File: src/design/dtt_pkg.sv
`default_nettype none

package dtt_pkg;

    // Query position counter width; the count saturates at its top value.
    localparam int QW = 7;
    localparam logic [QW-1:0] QPOS_MAX = 7'd127;

    localparam logic [7:0] SEMICOLON = 8'h3B;
    localparam logic [7:0] NUL_BYTE  = 8'h00;

    typedef enum logic {
        OP_LOAD  = 1'b0,
        OP_QUERY = 1'b1
    } t_op;

    typedef enum logic [2:0] {
        ST_IDLE,
        ST_CMP,
        ST_ONE,
        ST_READ,
        ST_EMIT
    } t_state;

endpackage

`default_nettype wire

File: src/design/dtt_loader.sv
`default_nettype none

// Load parser: splits the identification string into tags, drives the
// byte-lane write of the tag store and keeps the tag lengths.
module dtt_loader #(
    parameter int TAG_COUNT = 16,
    parameter int TAG_BYTES = 64,
    parameter int PW        = 6,
    parameter int IW        = 4,
    parameter int FTW       = 5
) (
    input  wire logic                          i_clk,
    input  wire logic                          i_rst_n,
    input  wire logic                          i_load,
    input  wire logic [7:0]                    i_byte,
    output logic                               o_we,
    output logic      [PW-1:0]                 o_waddr,
    output logic      [IW-1:0]                 o_wlane,
    output logic      [7:0]                    o_wdata,
    output logic      [TAG_COUNT-1:0][PW-1:0]  o_tag_len
);

    logic [FTW-1:0]               r_fill_tag, n_fill_tag;
    logic [PW-1:0]                r_fill_pos, n_fill_pos;
    logic                         r_swallow, n_swallow;
    logic                         r_active, n_active;
    logic [TAG_COUNT-1:0][PW-1:0] r_tag_len, n_tag_len;

    logic [FTW-1:0] w_ft;
    logic [PW-1:0]  w_fp;
    logic [PW-1:0]  w_fp_inc;
    logic           w_sw;
    logic           w_clear;
    logic           w_len_we;
    logic [PW-1:0]  w_len_val;

    always_comb begin
        // A fresh load restarts from tag 0 with all lengths cleared.
        w_clear  = i_load && !r_active;
        w_ft     = r_active ? r_fill_tag : '0;
        w_fp     = r_active ? r_fill_pos : '0;
        w_sw     = r_active ? r_swallow  : 1'b0;
        w_fp_inc = w_fp + PW'(1);

        n_fill_tag = r_fill_tag;
        n_fill_pos = r_fill_pos;
        n_swallow  = r_swallow;
        n_active   = r_active;
        w_len_we   = 1'b0;
        w_len_val  = w_fp;
        o_we       = 1'b0;

        if (i_load) begin
            n_fill_tag = w_ft;
            n_fill_pos = w_fp;
            n_swallow  = w_sw;
            if (i_byte == dtt_pkg::NUL_BYTE) begin
                n_active = 1'b0;
            end else begin
                n_active = 1'b1;
                if (w_ft >= FTW'(TAG_COUNT)) begin
                    // Table full: drop the byte.
                    n_fill_tag = w_ft;
                end else if (w_sw && i_byte == dtt_pkg::SEMICOLON) begin
                    n_swallow = 1'b0;
                end else if (i_byte == dtt_pkg::SEMICOLON) begin
                    w_len_we   = 1'b1;
                    w_len_val  = w_fp;
                    n_fill_tag = w_ft + FTW'(1);
                    n_fill_pos = '0;
                    n_swallow  = 1'b0;
                end else begin
                    o_we      = 1'b1;
                    w_len_we  = 1'b1;
                    w_len_val = w_fp_inc;
                    if (w_fp_inc == PW'(TAG_BYTES - 1)) begin
                        n_fill_tag = w_ft + FTW'(1);
                        n_fill_pos = '0;
                        n_swallow  = 1'b1;
                    end else begin
                        n_fill_pos = w_fp_inc;
                        n_swallow  = 1'b0;
                    end
                end
            end
        end

        for (int i = 0; i < TAG_COUNT; i++) begin
            if (w_len_we && w_ft == FTW'(i)) begin
                n_tag_len[i] = w_len_val;
            end else if (w_clear) begin
                n_tag_len[i] = '0;
            end else begin
                n_tag_len[i] = r_tag_len[i];
            end
        end
    end

    always_ff @(posedge i_clk) begin
        if (!i_rst_n) begin
            r_fill_tag <= '0;
            r_fill_pos <= '0;
            r_swallow  <= 1'b0;
            r_active   <= 1'b0;
            r_tag_len  <= '0;
        end else begin
            r_fill_tag <= n_fill_tag;
            r_fill_pos <= n_fill_pos;
            r_swallow  <= n_swallow;
            r_active   <= n_active;
            r_tag_len  <= n_tag_len;
        end
    end

    assign o_waddr   = w_fp;
    assign o_wlane   = w_ft[IW-1:0];
    assign o_wdata   = i_byte;
    assign o_tag_len = r_tag_len;

endmodule

`default_nettype wire

File: config.mk
export PLATFORM = sky130hd
export DESIGN_NAME = dtt_loader
export DESIGN_NICKNAME = d
export VERILOG_FILES = /design/src/design/dtt_pkg.sv /design/src/design/dtt_loader.sv
export SDC_FILE = /design/constraint.sdc
export NUM_CORES = 1
export LEC_CHECK = 0
export ABC_AREA = 1
export BUFFER_PORTS_ARGS = -buffer_cell sky130_fd_sc_hd__buf_2
export CORE_MARGIN = 1.5
export CORE_UTILIZATION = 48
export CTS_CLUSTER_DIAMETER = 80
export DETAILED_ROUTE_END_ITERATION = 6
export HOLD_SLACK_MARGIN = 0.15
export PLACE_DENSITY_LB_ADDON = 0.05
export SLEW_MARGIN = 20
export SYNTH_ARGS = -nofsm -noshare
export SYNTH_HDL_FRONTEND = slang
export SYNTH_SLANG_ARGS = --single-unit
File: constraint.sdc
create_clock -name i_clk -period 6.1 [get_ports i_clk]
set_clock_uncertainty 0.2 [all_clocks]
set_input_delay 0.305 -clock i_clk [delete_from_list [all_inputs] [get_ports i_clk]]
set_output_delay 0.305 -clock i_clk [all_outputs]
set_load 0.03 [all_outputs]
==> summary.txt <==
DR WL/cell: 14.9 um
Buf+Inv Stages, Crit Path: 3
Maximum VDD drop: 129 uV
Power Total: 0.00124 W
Number of cells after detailed placement: 878
Pin count of the biggest net entering global routing: 99
Setup Viol. Count Final: 0
Total negative slack: 0 ns
CP startpoint kind: input port
Syn avg cell area: 7.41 um2
Yosys reg bits: 109
Power share of the clock group: 34.0%
Place WS: 3.21 ns
Drt pass-1 iters: 5
Hold Vio Cnt, Final: 0
Die H: 104 um
Critical path peak fanout: 16
Core Area: 9820 um2
ANT cells: 0
Worst r2r src: r_active
Critical path class: in -> reg
Clock H-tree levels: 3
Top Ports: 126
Largest stage delay, worst path: 0.63 ns
CTS tree: built
Post-synth cell types: 26
Initial Util: 49.9%
Final nets: 780
GRT overflow: 0
Tmin final: 3.12 ns
Port-buffer cells: 125
Proportion of layout cells with a drive suffix above 1: 24.9%
Vias in the first global route: 4363
Die width: 104 um
Synthesized cell area: 4900 um2
Max cap viols: 0
WP data required: 6.20 ns
Worst Path Arrival: 3.22 ns
Post-Syn Nets: 680
Post-Syn Instances: 662
R2R depth: 8
Hold_sp: i_load
Root buf cell: clkbuf_8
Worst path top cell family by delay: simple AND/OR/NAND/NOR gates
Synth warn: 0
First-pass GRT wire length: 21.8 mm
WHS Path Cells: 2
GP Congestion: 0.906
Critical-path cell list: dlygate4sd3_1 > buf_2 > nor2_2 > dlygate4sd3_1 > nand2_1 > nor2_2 > nor2_4 > nand2_2 > nand2_1 > nand2_1 > nand2_1 > a21oi_1
Die footprint: 10800 um2
Slew HR: 33.2%
Register share of total power: 58.0%
Combinational fraction of design power: 8.0%
GRT Resource Usage Total: 24.5%
Pwr/cell area: 217 nW/um2
Sw Ratio: 28.3%
Final Non-Filler Cells: 899
Final Core Density: 58.3%
CTS max path bufs: 2
Post-DP HPWL: 8.59 mm
Synth-to-layout area growth: 16.7%
Routed vias: 4824
RSZ-0062 raised after global routing: no
1st-iter DRT viols: 250
Post-CTS setup buffer count: 0
Slew @ Worst Pin: 1.00 ns
Worst R2R End: o_tag_len[15]
Status: finished, final reports clean
Pins Over Slew Limit: 0
Post-route DRC: 0
Critical path's most frequent cell: nand2_1
Hold EP: r_active
Max frequency: 320 MHz
Leak: 2.39 nW
Vias per cell: 5.37
Hold/Removal Path Class: in -> reg
Clk_lat worst skew: 0.37 ns
Initial antenna violation count: 0
Final WS setup: 2.98 ns
Cell Int Power: 0.000891 W
Crit share post-route: 51.2%
Flop2flop setup slack: 3.14 ns
Crit. End Element: flip-flop
Routed Antenna Nets: 0
Std cell rows: 36
Clock slew at reported path FFs: 0.11 ns
Total Wirelength: 13.4 mm
Slowest cell on the critical path: nand2_1
CTS sink cnt: 109
TritonCTS buffer count: 9
Critical Path Source: i_byte[7]
Psw: 0.000351 W
Seq/Total Area, Yosys: 44.5%
-- Yosys cell counts --
master	n	area, um2
nand3_4	1	17.5
nor2_4	8	90.1
o21ai_0	9	45.0
nor2_2	12	75.1
nand4_1	3	18.8
o21ai_1	2	10.0
a22oi_1	1	7.51
a21oi_1	112	561
nand4_2	2	25.0
buf_6	1	11.3
buf_4	13	97.6
buf_2	7	35.0
dfxtp_1	109	2180
clkbuf_1	15	56.3
nor3_1	2	10.0
buf_1	8	30.0
nor2_1	23	86.3
inv_1	25	93.8
nand2_2	6	37.5
nand2_4	1	11.3
nand3_2	2	20.0
ha_1	7	87.6
nand2_1	116	435
clkinv_1	4	15.0
nand3_1	156	781
inv_2	17	63.8
-- worst reg2reg max path: cells and delay by family, from the launching register on --
| family | cells | cell delay [ns] |
|---|---|---|
| and+or+nand+nor | 7 | 1.83 |
| AOI/OAI and AO/OA | 1 | 0.18 |
| DFF | 1 | 0.69 |
-- cell families (layout without fill, tap and decap cells) --
group,after synthesis,after routing,synth area share (%)
simple gates,332,332,32.8
fa+ha+maj,7,7,1.79
compound gates,124,124,12.7
flops,109,109,44.5
buf+inv,90,194,8.22
-- registers in the layout (all words and copies together) (netlist names) --
name	cells
r_swallow	1
r_fill_pos	6
r_fill_tag	5
o_tag_len	96
r_active	1
-- cell usage in the layout, fill, tap and decap left out --
cell type        n
nand3_4          1
nand3_1        156
clkbuf_8         9
nand2_2          6
nand2_4          1
nand2_1        116
nand4_1          3
dlygate4sd3_1    6
buf_2          125
dfxtp_1        109
nor3_1           2
inv_8            1
a22oi_1          1
clkinvlp_4       2
clkinv_4         1
o21ai_0          9
nor2_2          12
inv_6            1
buf_4            2
nand3_2          2
ha_1             7
nor2_1          23
nand4_2          2
nor2_4           8
clkinv_1         4
clkinv_8         1
inv_2           17
a21oi_1        112
inv_1           25
o21ai_1          2
-- power by group through the flow --
stage          registers, W  clock network [W]   logic, W
2_1_floorplan      0.000738                  0  0.0000729
3_3_place_gp       0.000737                  0  0.0000951
3_5_place_dp       0.000737                  0  0.0000958
4_1_cts            0.000721           0.000431  0.0000984
5_1_grt            0.000722           0.000462   0.000107
6_report           0.000721           0.000422  0.0000990
-- cell type report --
class                      instances  area [um2]
multi-input combinational        463        2320
inverter                          46         173
clock buffer                       9         124
tap                              133         166
timing repair buffer             133         701
fill                             962        4100
sequential                       109        2180
clock inverter                     6        60.1
-- metrics by stage --
stage | cell area (um2) | hold slack (ns)
floorplan | 4900 | 0.243
global placement | 5480 | 0.265
detailed placement | 5480 | 0.269
CTS | 5720 | 0.185
global route | 5720 | 0.209
finish | 5720 | 0.192
-- how the worst max path moves through the flow --
stage               slack (ns)       endpoint  cells past startpoint
floorplan                 3.78  o_tag_len[94]                     12
global placement          3.30  o_tag_len[93]                      8
detailed placement        3.21  o_tag_len[87]                      8
CTS                       3.01  o_tag_len[87]                     12
global route              2.75  o_tag_len[15]                     12
finish                    2.98  o_tag_len[15]                     12
-- timing repair --
| item | 4_1_cts | 5_1_grt |
|---|---|---|
| hold endpoints to repair | 11 | 0 |
| resized for setup | 0 | 0 |
| hold buffers | 6 | 0 |
-- per-layer routing --
metal | wire length (um) | share of wire, % | vias to the layer above | global-route usage, %
met5 | 0 | 0 | - | 0
met4 | 235 | 1.8 | 0 | 8.53
met3 | 873 | 6.5 | 20 | 3.95
met2 | 6070 | 45 | 165 | 37.4
met1 | 6200 | 46 | 2218 | 34.9
li1 | - | - | 2421 | -
(Power assumes the default switching activity.)
