==> src/design/dtt_pkg.sv <==
`default_nettype none

package dtt_pkg;

    // Query position counter width; the count saturates at its top value.
    localparam int QW = 7;
    localparam logic [QW-1:0] QPOS_MAX = 7'd127;

    localparam logic [7:0] SEMICOLON = 8'h3B;
    localparam logic [7:0] NUL_BYTE  = 8'h00;

    typedef enum logic {
        OP_LOAD  = 1'b0,
        OP_QUERY = 1'b1
    } t_op;

    typedef enum logic [2:0] {
        ST_IDLE,
        ST_CMP,
        ST_ONE,
        ST_READ,
        ST_EMIT
    } t_state;

endpackage

`default_nettype wire

==> src/design/dtt_match.sv <==
`default_nettype none

// Key matcher: narrows the candidate set one key position at a time against
// a row of the tag store, and reports the lowest surviving tag.
module dtt_match #(
    parameter int TAG_COUNT = 16,
    parameter int PW        = 6,
    parameter int IW        = 4
) (
    input  wire logic                          i_clk,
    input  wire logic                          i_rst_n,
    input  wire logic                          i_step,
    input  wire logic                          i_clear,
    input  wire logic [7:0]                    i_key,
    input  wire logic [TAG_COUNT-1:0][7:0]     i_row,
    input  wire logic [TAG_COUNT-1:0][PW-1:0]  i_tag_len,
    output logic      [dtt_pkg::QW-1:0]        o_query_pos,
    output logic                               o_hit,
    output logic      [IW-1:0]                 o_hit_idx
);

    logic [TAG_COUNT-1:0]   r_match_set, n_match_set;
    logic [dtt_pkg::QW-1:0] r_query_pos, n_query_pos;

    always_comb begin
        n_match_set = r_match_set;
        n_query_pos = r_query_pos;
        if (i_clear) begin
            n_match_set = '1;
            n_query_pos = '0;
        end else if (i_step) begin
            for (int i = 0; i < TAG_COUNT; i++) begin
                n_match_set[i] = r_match_set[i]
                    && (r_query_pos < dtt_pkg::QW'(i_tag_len[i]))
                    && (i_row[i] == i_key);
            end
            if (r_query_pos != dtt_pkg::QPOS_MAX) begin
                n_query_pos = r_query_pos + dtt_pkg::QW'(1);
            end
        end
    end

    // Lowest set bit wins.
    always_comb begin
        o_hit     = |r_match_set;
        o_hit_idx = '0;
        for (int i = TAG_COUNT - 1; i >= 0; i--) begin
            if (r_match_set[i]) begin
                o_hit_idx = IW'(i);
            end
        end
    end

    always_ff @(posedge i_clk) begin
        if (!i_rst_n) begin
            r_match_set <= '1;
            r_query_pos <= '0;
        end else begin
            r_match_set <= n_match_set;
            r_query_pos <= n_query_pos;
        end
    end

    assign o_query_pos = r_query_pos;

endmodule

`default_nettype wire

==> config.mk <==
export PLATFORM = sky130hd
export DESIGN_NAME = dtt_match
export DESIGN_NICKNAME = d
export VERILOG_FILES = /design/src/design/dtt_pkg.sv /design/src/design/dtt_match.sv
export SDC_FILE = /design/constraint.sdc
export NUM_CORES = 1
export LEC_CHECK = 0
export BUFFER_PORTS_ARGS = -buffer_cell sky130_fd_sc_hd__clkbuf_2
export CAP_MARGIN = 10
export CORE_MARGIN = 1
export CORE_UTILIZATION = 30
export DETAILED_ROUTE_END_ITERATION = 6
export GPL_ROUTABILITY_DRIVEN = 1
export PLACE_DENSITY = 0.62
export REMOVE_ABC_BUFFERS = 1
export SLEW_MARGIN = 20
export SYNTH_ARGS = -nofsm -noshare
export SYNTH_HDL_FRONTEND = slang
export SYNTH_SLANG_ARGS = --single-unit
==> constraint.sdc <==
create_clock -name i_clk -period 3.87 [get_ports i_clk]
set_input_delay 0.387 -clock i_clk [delete_from_list [all_inputs] [get_ports i_clk]]
set_output_delay 0.387 -clock i_clk [all_outputs]
set_load 0.005 [all_outputs]
==> results.json, run 1 <==
{
  "dieArea_um2": 16100,
  "insertion_delay_ps": 260,
  "max_cap_violations": 0,
  "r2r-start": "o_query_pos[0]$_SDFFE_PP0P_",
  "wl_um": 15900,
  "yosys.area_share.simple_pct": 15.1,
  "seq_area_um2": 462,
  "whs_endpoint": "o_query_pos[3]$_SDFFE_PP0P_",
  "slowest_delay_ps": 960,
  "p_comb_share_pct": 44.2,
  "vias": 4783,
  "crit_required_ps": 4020,
  "synth_top_family_by_area": "XOR/XNOR gates",
  "fin_ws_ps": 1570,
  "fin_crit_ps": 2300,
  "cp_max_fo": 20,
  "drc": 0,
  "slowest_stage": "dfxtp_1",
  "wire_per_inst_um": 16.0,
  "cts_tree": "yes",
  "synth-main-ff-cell": "dfxtp_1",
  "synth.yosys.seq_area_share_pct": 9.83,
  "finalNetCount": 1123,
  "hold_violations": 0,
  "drive_above_1_share_pct": 34.7,
  "synth_compound_area_share_pct": 17.8,
  "timing.rr.end": "o_query_pos[5]$_SDFFE_PP0P_",
  "rows": 45,
  "max_slew.worst_pin.slew_ps": 963,
  "synthAdderAreaFrac_pct": 21.6,
  "grt_overflow_total": 0,
  "internal_power_mw": 0.591,
  "ir_drop_v": 0.000110,
  "post_cts_resized": 0,
  "yosysWarnings": 0,
  "p_switching_mw": 0.314,
  "max_clock_freq_mhz": 435,
  "cts_buffers": 3,
  "clock-sinks": 23,
  "setup_viol": 0,
  "path_cells": "ha_1 -> and4_4 -> a31oi_4 -> nand4_1 -> mux2_1",
  "netlist_area_um2": 4690,
  "syn_inst": 571,
  "synth_edf_count": 0,
  "grt_max_degree": 22,
  "reg2reg_depth": 5,
  "syn_to_final_growth_pct": 30.0,
  "whs_path_depth": 3,
  "postCtsHoldBufs": 0,
  "muxShareOfSynthArea_pct": 0.454,
  "critPathBufInv": 0,
  "power_density_nw_per_um2": 148,
  "vias_per_cell": 4.82,
  "clkPwrFrac_pct": 26.7,
  "timing.slew.headroom_pct": 35.7,
  "crit_path_start_kind": "register",
  "p_leak_nw": 3.37,
  "synth_area_per_cell_um2": 8.21,
  "grt_util_all_layers_pct": 19.8,
  "critPathTopFamily": "flip-flops",
  "htree_levels": 1,
  "multi_input_area_um2": 3710,
  "nFillCells": 1652,
  "cts_setup_buffers": 0,
  "ys_seq_elements": 23,
  "status": "finished clean",
  "sw_frac_of_total_pct": 34.7,
  "grt_pass1_vias": 4761,
  "die_w_um": 127,
  "place.gp.congestion": 0.775,
  "rsz0062_at_grt": "no",
  "criticalPathCategory": "register to register",
  "firstDrtPassIters": 4,
  "antenna_found_initial": 0,
  "core-area_um2": 15200,
  "initial_core_util_pct": 30.8,
  "arrival_ps": 2450,
  "antenna_left": 0,
  "grt_pass1_wl_um": 24500,
  "fin_skew_ps": 3.90,
  "fin_crit_sh_pct": 59.4,
  "finalSetupTns_ps": 0,
  "place_hpwl_um": 12400,
  "ys_async_sr_fraction_pct": 0,
  "seq_power_share_pct": 29.1,
  "synthDistinctLibCells": 45,
  "clockRootBuffer": "clkbuf_16",
  "io_pins": 248,
  "preCtsSetupSlack_ps": 1560,
  "path_clk_slew_ps": 70,
  "synth_xor_xnor_area_share_pct": 24.3,
  "slew_violations": 0,
  "r2r_slack_ps": 1570,
  "min_path_type": "input pin to register",
  "io_buffers": 247,
  "fp.dieH_um": 127,
  "drtIter0Drc": 183,
  "cts_buffer_depth": 2,
  "crit_path_end_kind": "register",
  "diodes": 0,
  "hold_start": "i_step"
}
## stage by stage
step | power, mW | cell area [um2] | hold WS, ps | utilization [%] | instances
floorplan | 0.455 | 4490 | 472 | - | 548
global placement | 0.668 | 6010 | 501 | 39.5 | 989
detailed placement | 0.672 | 6010 | 510 | 39.5 | 989
CTS | 0.919 | 6090 | 446 | 40.1 | 993
global route | 0.974 | 6090 | 455 | 40.1 | 993
finish | 0.904 | 6090 | 449 | 40.1 | 993
## how the worst max path moves through the flow
| stage | startpoint | to | depth (start not counted) |
|---|---|---|---|
| final | o_query_pos[0]$_SDFFE_PP0P_ | o_query_pos[5]$_SDFFE_PP0P_ | 5 |
| after global routing | o_query_pos[0]$_SDFFE_PP0P_ | o_query_pos[5]$_SDFFE_PP0P_ | 5 |
| after CTS | o_query_pos[0]$_SDFFE_PP0P_ | o_query_pos[5]$_SDFFE_PP0P_ | 5 |
| after detailed placement | o_query_pos[0]$_SDFFE_PP0P_ | o_query_pos[5]$_SDFFE_PP0P_ | 5 |
| after global placement | o_query_pos[0]$_SDFFE_PP0P_ | o_query_pos[5]$_SDFFE_PP0P_ | 5 |
| after floorplan | o_query_pos[1]$_SDFFE_PP0P_ | o_query_pos[5]$_SDFFE_PP0P_ | 5 |
## power groups by stage
stage,clock [mW],combinational (mW),sequential (mW)
2_1_floorplan,0,0.194,0.261
3_3_place_gp,0,0.399,0.269
3_5_place_dp,0,0.403,0.269
4_1_cts,0.250,0.405,0.263
5_1_grt,0.258,0.450,0.265
6_report,0.241,0.400,0.263
## synth_stat cells, types with 2 or more instances
cell type	instances	area, um2
nand2b_1	10	62.6
buf_4	2	15.0
nand2b_4	8	110
nand2_1	8	30.0
buf_2	3	15.0
xnor2_1	2	17.5
a2111oi_2	8	120
nand3_1	16	80.1
a2111oi_0	10	87.6
o21ai_0	2	10.0
ha_1	81	1010
xor2_1	128	1120
a211oi_1	17	128
clkbuf_1	5	18.8
dfxtp_1	23	460
o21ai_1	31	155
buf_6	13	146
or3_1	16	100
a21oi_1	18	90.1
nor2_1	14	52.6
nor4_1	34	213
o2111ai_1	16	140
inv_1	84	315
## registers in the layout (all words and copies together) (netlist names)
register / flops
o_query_pos: 7
r_match_set: 16
## logic make-up (layout without fill, tap and decap cells)
family,after synthesis,after routing
flops,23,23
compound gates,113,113
simple gates,114,114
xor+xnor,130,130
buf+inv,108,342
fa+ha+maj,81,81
mux,2,2
## layer usage
layer  share of wire, %  GRT usage, %  vias up
li1                   -             -     2497
met1                 47          25.8     2102
met2                 48          35.8      174
met3                4.9          2.09       10
met4               0.70          2.45        0
met5                  0             0        -
## final cells by class
| cell class | count | area share (%) |
|---|---|---|
| sequential | 23 | 7.58 |
| clock inverter | 1 | 0.123 |
| clock buffer | 3 | 1.23 |
| timing repair buffer | 253 | 21.0 |
| inverter | 85 | 5.24 |
| multi-input combinational | 440 | 60.9 |
| tap | 188 | 3.86 |
## placed cells by master, fill, tap and decap left out, types with 2 or more instances in the layout
master,Yosys,routed
a21oi_1,18,18
or3_1,16,16
clkbuf_16,0,3
ha_1,81,81
dfxtp_1,23,22
xnor2_1,2,2
nand2b_1,10,10
a2111oi_0,10,10
nand3_1,16,16
o2111ai_1,16,16
inv_1,84,84
nand2_1,8,8
a2111oi_2,8,8
a211oi_1,17,17
o21ai_0,2,2
o21ai_1,31,31
clkbuf_2,0,247
nor2_1,14,14
nand2b_4,8,8
nor4_1,34,34
buf_4,2,6
xor2_1,128,128
## worst reg2reg max path, stage by stage (launching register included)
cell     delay [ps]
dfxtp_1         960
ha_1            380
and4_4          270
a31oi_4         120
nand4_1         140
mux2_1          320
(Power assumes the default switching activity.)
==> run 2: changes to the inputs <==
--- a/config.mk
+++ b/config.mk
@@ -5,6 +5,7 @@
 export SDC_FILE = /design/constraint.sdc
 export NUM_CORES = 1
 export LEC_CHECK = 0
+export ABC_AREA = 1
 export BUFFER_PORTS_ARGS = -buffer_cell sky130_fd_sc_hd__clkbuf_2
 export CAP_MARGIN = 10
 export CORE_MARGIN = 1
==> constraint.sdc (replaced) <==
create_clock -name i_clk -period 2.27 [get_ports i_clk]
set_input_delay 0.227 -clock i_clk [delete_from_list [all_inputs] [get_ports i_clk]]
set_output_delay 0.227 -clock i_clk [all_outputs]
set_load 0.005 [all_outputs]
==> run 2 against run 1 <==
Combinational power grew 89%. Hold slack lost 91 ps. Die area grew 4.9%. Critical path depth grew 10. Wire length grew 8.0%. Via count grew 16%. Global-route usage grew 0.68 points. Utilization grew 0.38 points. Clock power grew 68%.
==> results.json, run 2 <==
{
  "place_hpwl_um": 14800,
  "drc": 0,
  "finalNetCount": 1302,
  "netlist_top_cells_area": "ha_1 21%, inv_1 9.8%, dfxtp_1 9.4%, xor2_1 8.4%, xnor2_1 7.8%",
  "power_density_nw_per_um2": 246,
  "cp_common_cell": "nand2_1",
  "slowest_stage": "dfxtp_1",
  "crit_required_ps": 2040,
  "largest_reg_flops": 16,
  "vias": 5547,
  "antenna_found_initial": 0,
  "fin_crit_ps": 2020,
  "grt_util_all_layers_pct": 20.4,
  "finalSetupTns_ps": 0,
  "path_cells": "inv_1 -> nand2_1 -> nand2_1 -> nand2_1 -> nand2_1 -> nand2_1 -> nand2_1 -> nand2_1 -> nand2_1 -> nand2_1 -> nand2_1 -> nand2_1 -> nand2_1 -> a21oi_1 -> clkbuf_2",
  "drive_above_1_share_pct": 30.2,
  "ys_async_sr_fraction_pct": 0,
  "fin_skew_ps": 5.91,
  "synthTopCellsByCount": "128 x inv_1, 81 x ha_1, 70 x nand2_1",
  "yosysMostFrequentCell": "inv_1",
  "ir_drop_v": 0.000206,
  "top_register": "r_match_set",
  "criticalPathCategory": "register to output port",
  "insertion_delay_ps": 270,
  "initial_core_util_pct": 30.9,
  "synth_top_area_cell": "ha_1",
  "yosysWarnings": 0,
  "post_cts_resized": 0,
  "max_clock_freq_mhz": 495,
  "status": "finished clean",
  "die_w_um": 130,
  "grt_max_degree": 33,
  "slowest_delay_ps": 380,
  "timing.slew.headroom_pct": 52.5,
  "synth_top_area_share_pct": 20.6,
  "diodes": 0,
  "crit_path_end_kind": "output port",
  "cp_max_fo": 4,
  "antenna_left": 0,
  "syn_inst": 746,
  "cts_setup_buffers": 0,
  "rows": 46,
  "postCtsHoldBufs": 0,
  "max_slew.worst_pin.slew_ps": 706,
  "synth-main-ff-cell": "dfxtp_1",
  "place.gp.congestion": 0.850,
  "cts_buffer_depth": 2,
  "synth_area_per_cell_um2": 6.60,
  "mostFrequentLayoutCells": "247 x clkbuf_2, 128 x inv_1, 81 x ha_1",
  "min_path_type": "input pin to register",
  "nFillCells": 1763,
  "vias_per_cell": 4.62,
  "arrival_ps": 1790,
  "final_common_cell": "clkbuf_2",
  "core-area_um2": 15900,
  "hold_violations": 0,
  "clock-sinks": 23,
  "crit_path_start_kind": "register",
  "fin_ws_ps": 252,
  "max_cap_violations": 0,
  "io_buffers": 247,
  "rsz0062_at_grt": "no",
  "clockRootBuffer": "clkbuf_16",
  "p_leak_nw": 3.64,
  "cts_tree": "yes",
  "path_clk_slew_ps": 70,
  "htree_levels": 1,
  "wire_per_inst_um": 14.3,
  "cts_buffers": 3,
  "wl_um": 17200,
  "fp.dieH_um": 130,
  "netlist_area_um2": 4920,
  "drtIter0Drc": 158,
  "syn_to_final_growth_pct": 31.0,
  "synth.yosys.seq_area_share_pct": 9.36,
  "grt_overflow_total": 0,
  "synth_edf_count": 0,
  "firstDrtPassIters": 4,
  "ys_seq_elements": 23,
  "grt_pass1_wl_um": 26600,
  "synthDistinctLibCells": 31,
  "fin_crit_sh_pct": 88.9,
  "setup_viol": 0,
  "grt_pass1_vias": 5326,
  "preCtsSetupSlack_ps": 320,
  "dieArea_um2": 16900,
  "slew_violations": 0,
  "io_pins": 248
}
## run 2: logic make-up (layout without fill, tap and decap cells)
family / Yosys count / count (layout) / share of synthesized area (%)
simple gates: 297 / 297 / 28.4
buf+inv: 161 / 399 / 14.2
compound gates: 93 / 93 / 11.2
xor+xnor: 91 / 91 / 16.2
fa+ha+maj: 81 / 81 / 20.6
flops: 23 / 23 / 9.36
## run 2: layout make-up
| class | count | area [um2] | area share [%] |
|---|---|---|---|
| sequential | 23 | 462 | 7.16 |
| clock inverter | 1 | 7.51 | 0.116 |
| timing repair buffer | 262 | 1370 | 21.3 |
| multi-input combinational | 562 | 3760 | 58.3 |
| tap | 216 | 270 | 4.19 |
| clock buffer | 3 | 75.1 | 1.16 |
| inverter | 133 | 499 | 7.74 |
## run 2: through the flow
step                util, %  instances  power, mW  instance area, um2  hold slack [ps]
floorplan                 -        718      0.812                4720              343
global placement       39.9       1196       1.19                6360              474
detailed placement     39.9       1196       1.20                6360              475
CTS                    40.4       1200       1.61                6450              343
global route           40.4       1200       1.72                6450              411
finish                 40.4       1200       1.59                6450              357
## run 2: critical path: cells and delay by family, from the launching register on
kind	cells	cell delay, ps
DFF	1	380
AOI/OAI and AO/OA	1	180
and+or+nand+nor	12	670
buffers and inverters	2	290
## run 2: per-layer routing
metal | up-vias | share of wire (%) | global-route usage [%]
met3 | 9 | 5.5 | 2.50
met2 | 185 | 48 | 37.1
li1 | 2931 | - | -
met5 | - | 0 | 0
met4 | 0 | 0.58 | 2.39
met1 | 2422 | 46 | 26.3
## run 2: path summary, 6_finish.rpt
kind,start,end,slack (ps),cells past startpoint
worst max-delay path,r_match_set[13]$_SDFFE_PP1P_,o_hit_idx[0],250,15
worst min-delay path,i_step,o_query_pos[0]$_SDFFE_PP0P_,360,4
worst max register to register,o_query_pos[3]$_SDFFE_PP0P_,r_match_set[3]$_SDFFE_PP1P_,360,7
worst min register to register,r_match_set[7]$_SDFFE_PP1P_,r_match_set[7]$_SDFFE_PP1P_,480,2
## run 2: where the power goes
part	total (mW)	internal [mW]	switching [mW]
clock network	0.404	0.240	0.164
logic	0.755	0.362	0.393
registers	0.429	0.419	0.00963
total	1.59	1.02	0.567
==> run 3: changes to the inputs <==
==> constraint.sdc (replaced) <==
create_clock -name i_clk -period 1.95 [get_ports i_clk]
set_input_delay 0.195 -clock i_clk [delete_from_list [all_inputs] [get_ports i_clk]]
set_output_delay 0.195 -clock i_clk [all_outputs]
set_load 0.005 [all_outputs]
==> run 3 against run 2 <==
Final area increased by 2.2%. Register-to-register slack got worse by 180 ps. Clock power increased by 13%. Non-clock buffer count increased by 17. Clock skew decreased by 2.9 ps. Hold slack got worse by 43 ps. Worst setup slack got worse by 79 ps. First-iteration DRC count increased by 20%. Via count decreased by 0.22%.
==> results.json, run 3 (synthesis gave the netlist of run 2 again) <==
{
  "grt_use_met3_pct": 2.30,
  "path_clk_slew_ps": 60,
  "initial_core_util_pct": 30.9,
  "setup.worst_path.start": "r_match_set[13]$_SDFFE_PP1P_",
  "crit_path_end_kind": "output port",
  "largest_reg_flops": 16,
  "max_slew.worst_pin.slew_ps": 457,
  "critPathTopFamily": "simple AND/OR/NAND/NOR gates",
  "dieArea_um2": 16900,
  "rows": 46,
  "fp.dieH_um": 130,
  "top_register": "r_match_set",
  "arrival_ps": 1580,
  "reg2reg_depth": 9,
  "clock-sinks": 23,
  "antenna_left": 0,
  "cp_common_cell": "nand2_1",
  "slowest_stage": "dfxtp_2",
  "io_buffers": 247,
  "gr-usage-met2_pct": 34.7,
  "vias_per_cell": 4.55,
  "grt_pass1_wl_um": 25100,
  "drive_above_1_share_pct": 31.8,
  "power_density_nw_per_um2": 280,
  "cp_max_fo": 4,
  "insertion_delay_ps": 260,
  "htree_levels": 1,
  "max_cap_violations": 0,
  "nFillCells": 1727,
  "whs_path_depth": 4,
  "grt_util_all_layers_pct": 19.3,
  "slowest_delay_ps": 340,
  "wire_per_inst_um": 13.7,
  "cts_setup_buffers": 0,
  "crit_path_start_kind": "register",
  "finalNetCount": 1319,
  "criticalPathCategory": "register to output port",
  "ir_drop_v": 0.000211,
  "drc": 0,
  "postCtsHoldBufs": 0,
  "r2r-start": "o_query_pos[5]$_SDFFE_PP0P_",
  "hold_start": "i_step",
  "post_cts_resized": 0,
  "grt_max_degree": 33,
  "clockRootBuffer": "clkbuf_16",
  "finalSetupTns_ps": 0,
  "place_hpwl_um": 14600,
  "hold_violations": 0,
  "fin_crit_sh_pct": 91.2,
  "critPathBufInv": 2,
  "core-area_um2": 15900,
  "die_w_um": 130,
  "fin_skew_ps": 3.04,
  "vias": 5535,
  "status": "finished clean",
  "io_pins": 248,
  "diodes": 0,
  "firstDrtPassIters": 4,
  "grt_pass1_vias": 5053,
  "antenna_found_initial": 0,
  "fin_crit_ps": 1780,
  "p_leak_nw": 3.73,
  "mostFrequentLayoutCells": "247 x clkbuf_2, 127 x inv_1, 81 x ha_1",
  "syn_to_final_growth_pct": 33.9,
  "min_path_type": "input pin to register",
  "final_common_cell": "clkbuf_2",
  "busiest_layer": "met2",
  "path_cells": "inv_1 -> nand2_1 -> nand2_1 -> nand2_1 -> nand2_1 -> nand2_1 -> nand2_1 -> nand2_1 -> nand2_1 -> nand2_1 -> nand2_1 -> nand2_1 -> nand2_1 -> a21oi_2 -> clkbuf_2",
  "setup_viol": 0,
  "drtIter0Drc": 190,
  "power_mw": 1.85,
  "cts_tree": "yes",
  "rsz0062_at_grt": "no",
  "grt_overflow_total": 0,
  "place.gp.congestion": 0.866,
  "cts_buffers": 3,
  "grtUsageMet1_pct": 25.1,
  "fin_util_pct": 41.3,
  "cts_buffer_depth": 2,
  "crit_required_ps": 1750,
  "slew_violations": 0,
  "cp.depth": 15,
  "wl_um": 16600,
  "max_clock_freq_mhz": 563,
  "timing.slew.headroom_pct": 69.5
}
-- run 3: cell count changes in the layout (fill, tap and decap cells not counted), sizes merged --
cell	before	now
buf	15	32
-- run 3: worst register-to-register path, delay by kind of cell, from the launching register on --
| family | cells | cell delay [ps] |
|---|---|---|
| buffers and inverters | 2 | 330 |
| AO/OA/AOI/OAI | 2 | 150 |
| AND/OR/NAND/NOR | 4 | 530 |
| adder cells (fa/ha/maj) | 1 | 270 |
| flip-flops | 1 | 420 |
-- run 3: layer usage --
layer | share of wire (%) | vias to the layer above
li1 | - | 2974
met1 | 46 | 2376
met2 | 48 | 175
met3 | 5.1 | 10
met4 | 0.81 | 0
met5 | 0 | -
-- run 3: stage by stage --
step           area, um2  hold slack, ps  setup WS, ps  std cells
2_1_floorplan       4720             311          78.8        718
3_3_place_gp        6490             471           199       1213
3_5_place_dp        6490             479           119       1213
4_1_cts             6580             309          96.8       1217
5_1_grt             6590             359          6.07       1217
6_report            6590             314           173       1217
-- run 3: final cells by class --
cell class	instances	area (um2)	area share, %
multi-input cells	562	3770	57.2
repair buffers	279	1510	22.8
inverters	133	499	7.58
flip-flops and latches	23	463	7.03
well taps	216	270	4.10
clock buffers	3	75.1	1.14
clock inverters	1	7.51	0.114
-- run 3: worst paths after layout --
kind,to,slack [ps]
worst min register to register,r_match_set[7]$_SDFFE_PP1P_,480
worst min-delay path,o_query_pos[0]$_SDFFE_PP0P_,310
worst max-delay path,o_hit_idx[0],170
worst max register to register,r_match_set[4]$_SDFFE_PP1P_,180
-- run 3: power by group --
group | leakage, nW | internal (mW) | switching [mW] | total, mW
Sequential | 0.189 | 0.488 | 0.0111 | 0.499
Clock | 0.0371 | 0.278 | 0.180 | 0.458
Combinational | 3.50 | 0.440 | 0.448 | 0.888
Total | 3.73 | 1.21 | 0.639 | 1.85
